File: config.mk
export PLATFORM = sky130hd
export DESIGN_NAME = prf_ram
export DESIGN_NICKNAME = d
export VERILOG_FILES = /design/src/prf_ram.sv
export SDC_FILE = /design/constraint.sdc
export NUM_CORES = 1
export LEC_CHECK = 0
export ABC_CLOCK_PERIOD_IN_PS = 3000
export BUFFER_PORTS_ARGS = -buffer_cell sky130_fd_sc_hd__buf_2
export CAP_MARGIN = 0
export CORE_MARGIN = 2
export CORE_UTILIZATION = 30
export DETAILED_ROUTE_END_ITERATION = 10
export PLACE_DENSITY = 0.42
export SLEW_MARGIN = 10
export SYNTH_ARGS = -nofsm -noshare
export SYNTH_HDL_FRONTEND = slang
export SYNTH_SLANG_ARGS = --single-unit
File: constraint.sdc
create_clock -name clk -period 3 [get_ports clk]
set_clock_uncertainty 0.1 [all_clocks]
set_input_delay 0.45 -clock clk [delete_from_list [all_inputs] [get_ports clk]]
set_output_delay 0.45 -clock clk [all_outputs]
set_load 0.02 [all_outputs]
File: src/prf_ram.sv
module prf_ram #(
	parameter int WIDTH = 8,
	parameter int DEPTH = 64
) (
	input  logic                     clk,
	input  logic                     we,
	input  logic [$clog2(DEPTH)-1:0] waddr,
	input  logic [WIDTH-1:0]         wdata,
	input  logic [$clog2(DEPTH)-1:0] raddr,
	output logic [WIDTH-1:0]         rdata
);

	logic [WIDTH-1:0] mem [DEPTH];

	always_ff @(posedge clk) begin
		if (we) begin
			mem[waddr] <= wdata;
		end
		rdata <= mem[raddr];
	end

endmodule

==> qor.yml <==
floorplan:
  initial_utilization_pct: 30.2
  fp.dieW_um: 263
  fp.dieArea_sq_mm: 0.0693
  rows: 95
  ios: 30
  core_area_sq_mm: 0.0668
  chipHeight_um: 263
synthesis:
  yosysUniqueCellTypes: 40
  count_of_flip_flops_with_a_built_in_enable_after_synthesis: 512
  synth_largest_area_cell: "edfxtp_1"
  synthMuxAreaShare_pct: 15.9
  synth_async_sr_flop_share_pct: 0
  synth_top_flop_cell: "edfxtp_1"
  number_of_storage_elements_in_the_synthesis_netlist: 520
  syn_area_sq_mm: 0.0202
  synth_cells: 940
  synth_top_family_by_area: "multiplexers"
  ys_top_cells_by_area: "edfxtp_1 (76%), mux4_2 (14%), nor2_1 (1.5%), mux2i_1 (1.1%), dfxtp_1 (0.79%)"
  synth_xor_area_share_pct: 0
  synth_largest_type_area_fraction_pct: 76.2
  postSynthAreaPerCell_sq_um: 21.5
  synthSimpleGateAreaFrac_pct: 3.39
  synth-warning-count: 0
  synthesis.nets: 962
  synth_compound_area_share_pct: 2.07
  yosys.area_share.adder_pct: 0
  yosysSeqAreaShare_pct: 77.0
sta:
  worst-slew-pin-transition_ns: 0.857
  final_hold_viol_count: 0
  final_worst_path_setup_slack_ns: 0.742
  maxClockFrequency_ghz: 0.443
  setup-violations-final: 0
  finalMaxSlewViolations: 0
  final.period_utilization_pct: 75.3
  timing.slew.headroom_pct: 42.8
  rsz0062_at_grt: "false"
  finalHoldWorstSlack_ns: 0.190
  final_period_minus_worst_setup_slack_ns: 2.26
  fin_setup_tns_ns: 0
route:
  route.antenna.remaining_nets: 0
  firstDrtPassIters: 5
  remaining_drc_errors: 0
  drt-vias-per-instance: 4.85
  drt_iter0_markers: 726
  vias: 9762
  finalWirelength_mm: 51.8
  routed_wire_length_per_instance_um: 25.7
layout:
  share_of_post_route_cells_with_drive_strength_above_1_pct: 32.4
  mostFrequentLayoutCell: "edfxtp_1"
  area_delta_synth_final_pct: 18.5
  stdcell_area_sq_mm: 0.0239
  layout.filler_cells: 6237
  multiInputGateArea_sq_mm: 0.00432
  antenna-diode-count: 0
  layout.nets: 1116
  mostFrequentLayoutCells: "edfxtp_1 (512), mux4_2 (126), buf_4 (111)"
  layout.area.seq_sq_mm: 0.0155
clocking:
  post-cts-setup-buffers: 0
  cts_resized: 0
  tritoncts: "yes"
  max-clock-path-buffers: 3
  path_clk_slew_ns: 0.06
  cts-buffers-inserted: 55
  h-tree-depth: 2
  clkSinkCount: 520
  cts_hold_buffers: 0
  worst_skew_pair.late_latency_ns: 0.61
  cts_root_buf: "clkbuf_16"
power_and_ir_drop:
  vdd.ir_drop.worst_mv: 0.425
  areal_power_density_over_the_cells_mw_per_mm2: 655
  power.static_leakage_uw: 0.00759
place:
  hpwl_mm: 33.5
  gp_congestion: 0.739
  detailed_place.area_sq_mm: 0.0221
  place_ws_ns: 0.113
  io_buffer_count: 29
worst_setup_path:
  critical_path_peak_fanout: 30
  critical_path.most_common_cell: "mux4_2"
  crit_required_ns: 3.38
  timing.critical_path.slowest_cell_delay_ns: 0.56
  cpMaxStageDelayCell: "mux4_2"
  setup.worst_path.start_class: "input port"
  timing.critical_path.to_type: "flip-flop"
  setup.worst_path.class: "input port to flip-flop"
  chain_of_cells_forming_the_critical_path: "clkbuf_8 > buf_12 > mux4_2 > mux4_2 > nor2_1 > nor3_1 > o2bb2ai_1"
  worstPathArrival_ns: 2.64
  path_buf_inv: 2
  worst_path_dominant_cell_family: "multiplexers"
global_route:
  grt_max_degree: 65
  grt_antenna_before_repair: 5
  grt_pass1_vias: 10341
  grt.total_usage_pct: 15.2
  grt_pass1_wl_mm: 75.8
  globalRouteOverflowTotal: 0
job:
  cap_violations: 0
status:
  result_of_the_run: "completed"
min_path:
  class_of_the_tightest_hold_or_removal_check: "input port to flip-flop"
==> worst register-to-register path, cell delays in order (launching register included) <==
cell and delay (ns):
edfxtp_1 0.42, mux4_2 0.47, mux4_2 0.54, nor2_1 0.22
nor3_1 0.12, o2bb2ai_1 0.17
==> power breakdown <==
| group | switching, uW | internal (uW) |
|---|---|---|
| clock | 2810 | 3940 |
| sequential | 30.7 | 8040 |
| combinational | 511 | 323 |
==> cell usage after synthesis, types with 8 or more instances <==
master / number
nor2b_1: 14
o221ai_1: 8
mux2_2: 13
edfxtp_1: 512
nor2_1: 83
nand3_1: 13
nand2_1: 19
buf_4: 13
buf_2: 11
mux4_2: 126
mux2i_1: 23
o22ai_1: 8
clkbuf_1: 17
dfxtp_1: 8
==> registers in the layout, summed over array words and instances, names as in the netlist <==
| name | cells |
|---|---|
| rdata | 8 |
| mem | 512 |
==> cells by family (layout without fill, tap and decap cells) <==
group                  Yosys count  count (layout)
DFF                            520             520
muxes                          162             162
and+or+nand+nor                153             153
AOI/OAI and AO/OA               54              54
buffers and inverters           51             251
==> stage by stage <==
stage          util [%]  cells  power (uW)
2_1_floorplan         -    940        8650
3_3_place_gp       33.1   1910        9080
3_5_place_dp       33.1   1910        9080
4_1_cts            35.8   2013       15900
5_1_grt            35.8   2013       16200
6_report           35.8   2013       15600
==> final cells by class <==
type / instances / area share [%]
Tap cell: 873 / 4.57
Timing Repair Buffer: 148 / 4.93
Multi-Input combinational cell: 369 / 18.1
Sequential cell: 520 / 65.0
Clock inverter: 34 / 1.40
Clock buffer: 69 / 6.07
==> routing by layer <==
| layer | track usage (%) | vias up | routed length [um] |
|---|---|---|---|
| met5 | 0 | - | 34 |
| met4 | 4.65 | 6 | 1240 |
| met3 | 2.73 | 76 | 2380 |
| met2 | 23.9 | 232 | 24300 |
| met1 | 21.6 | 5204 | 23800 |
| li1 | - | 4244 | - |
==> path summary, 6_finish.rpt <==
check	startpoint	to	slack, ns	depth (start not counted)
worst max-delay path	raddr[0]	rdata[2]	0.74	7
worst min-delay path	raddr[5]	rdata[0]	0.19	3
worst max register to register	mem[4][2]	rdata[2]	0.85	5
worst min register to register	mem[26][6]	rdata[6]	0.75	3
Note: power is estimated with default switching activity, not from simulation.
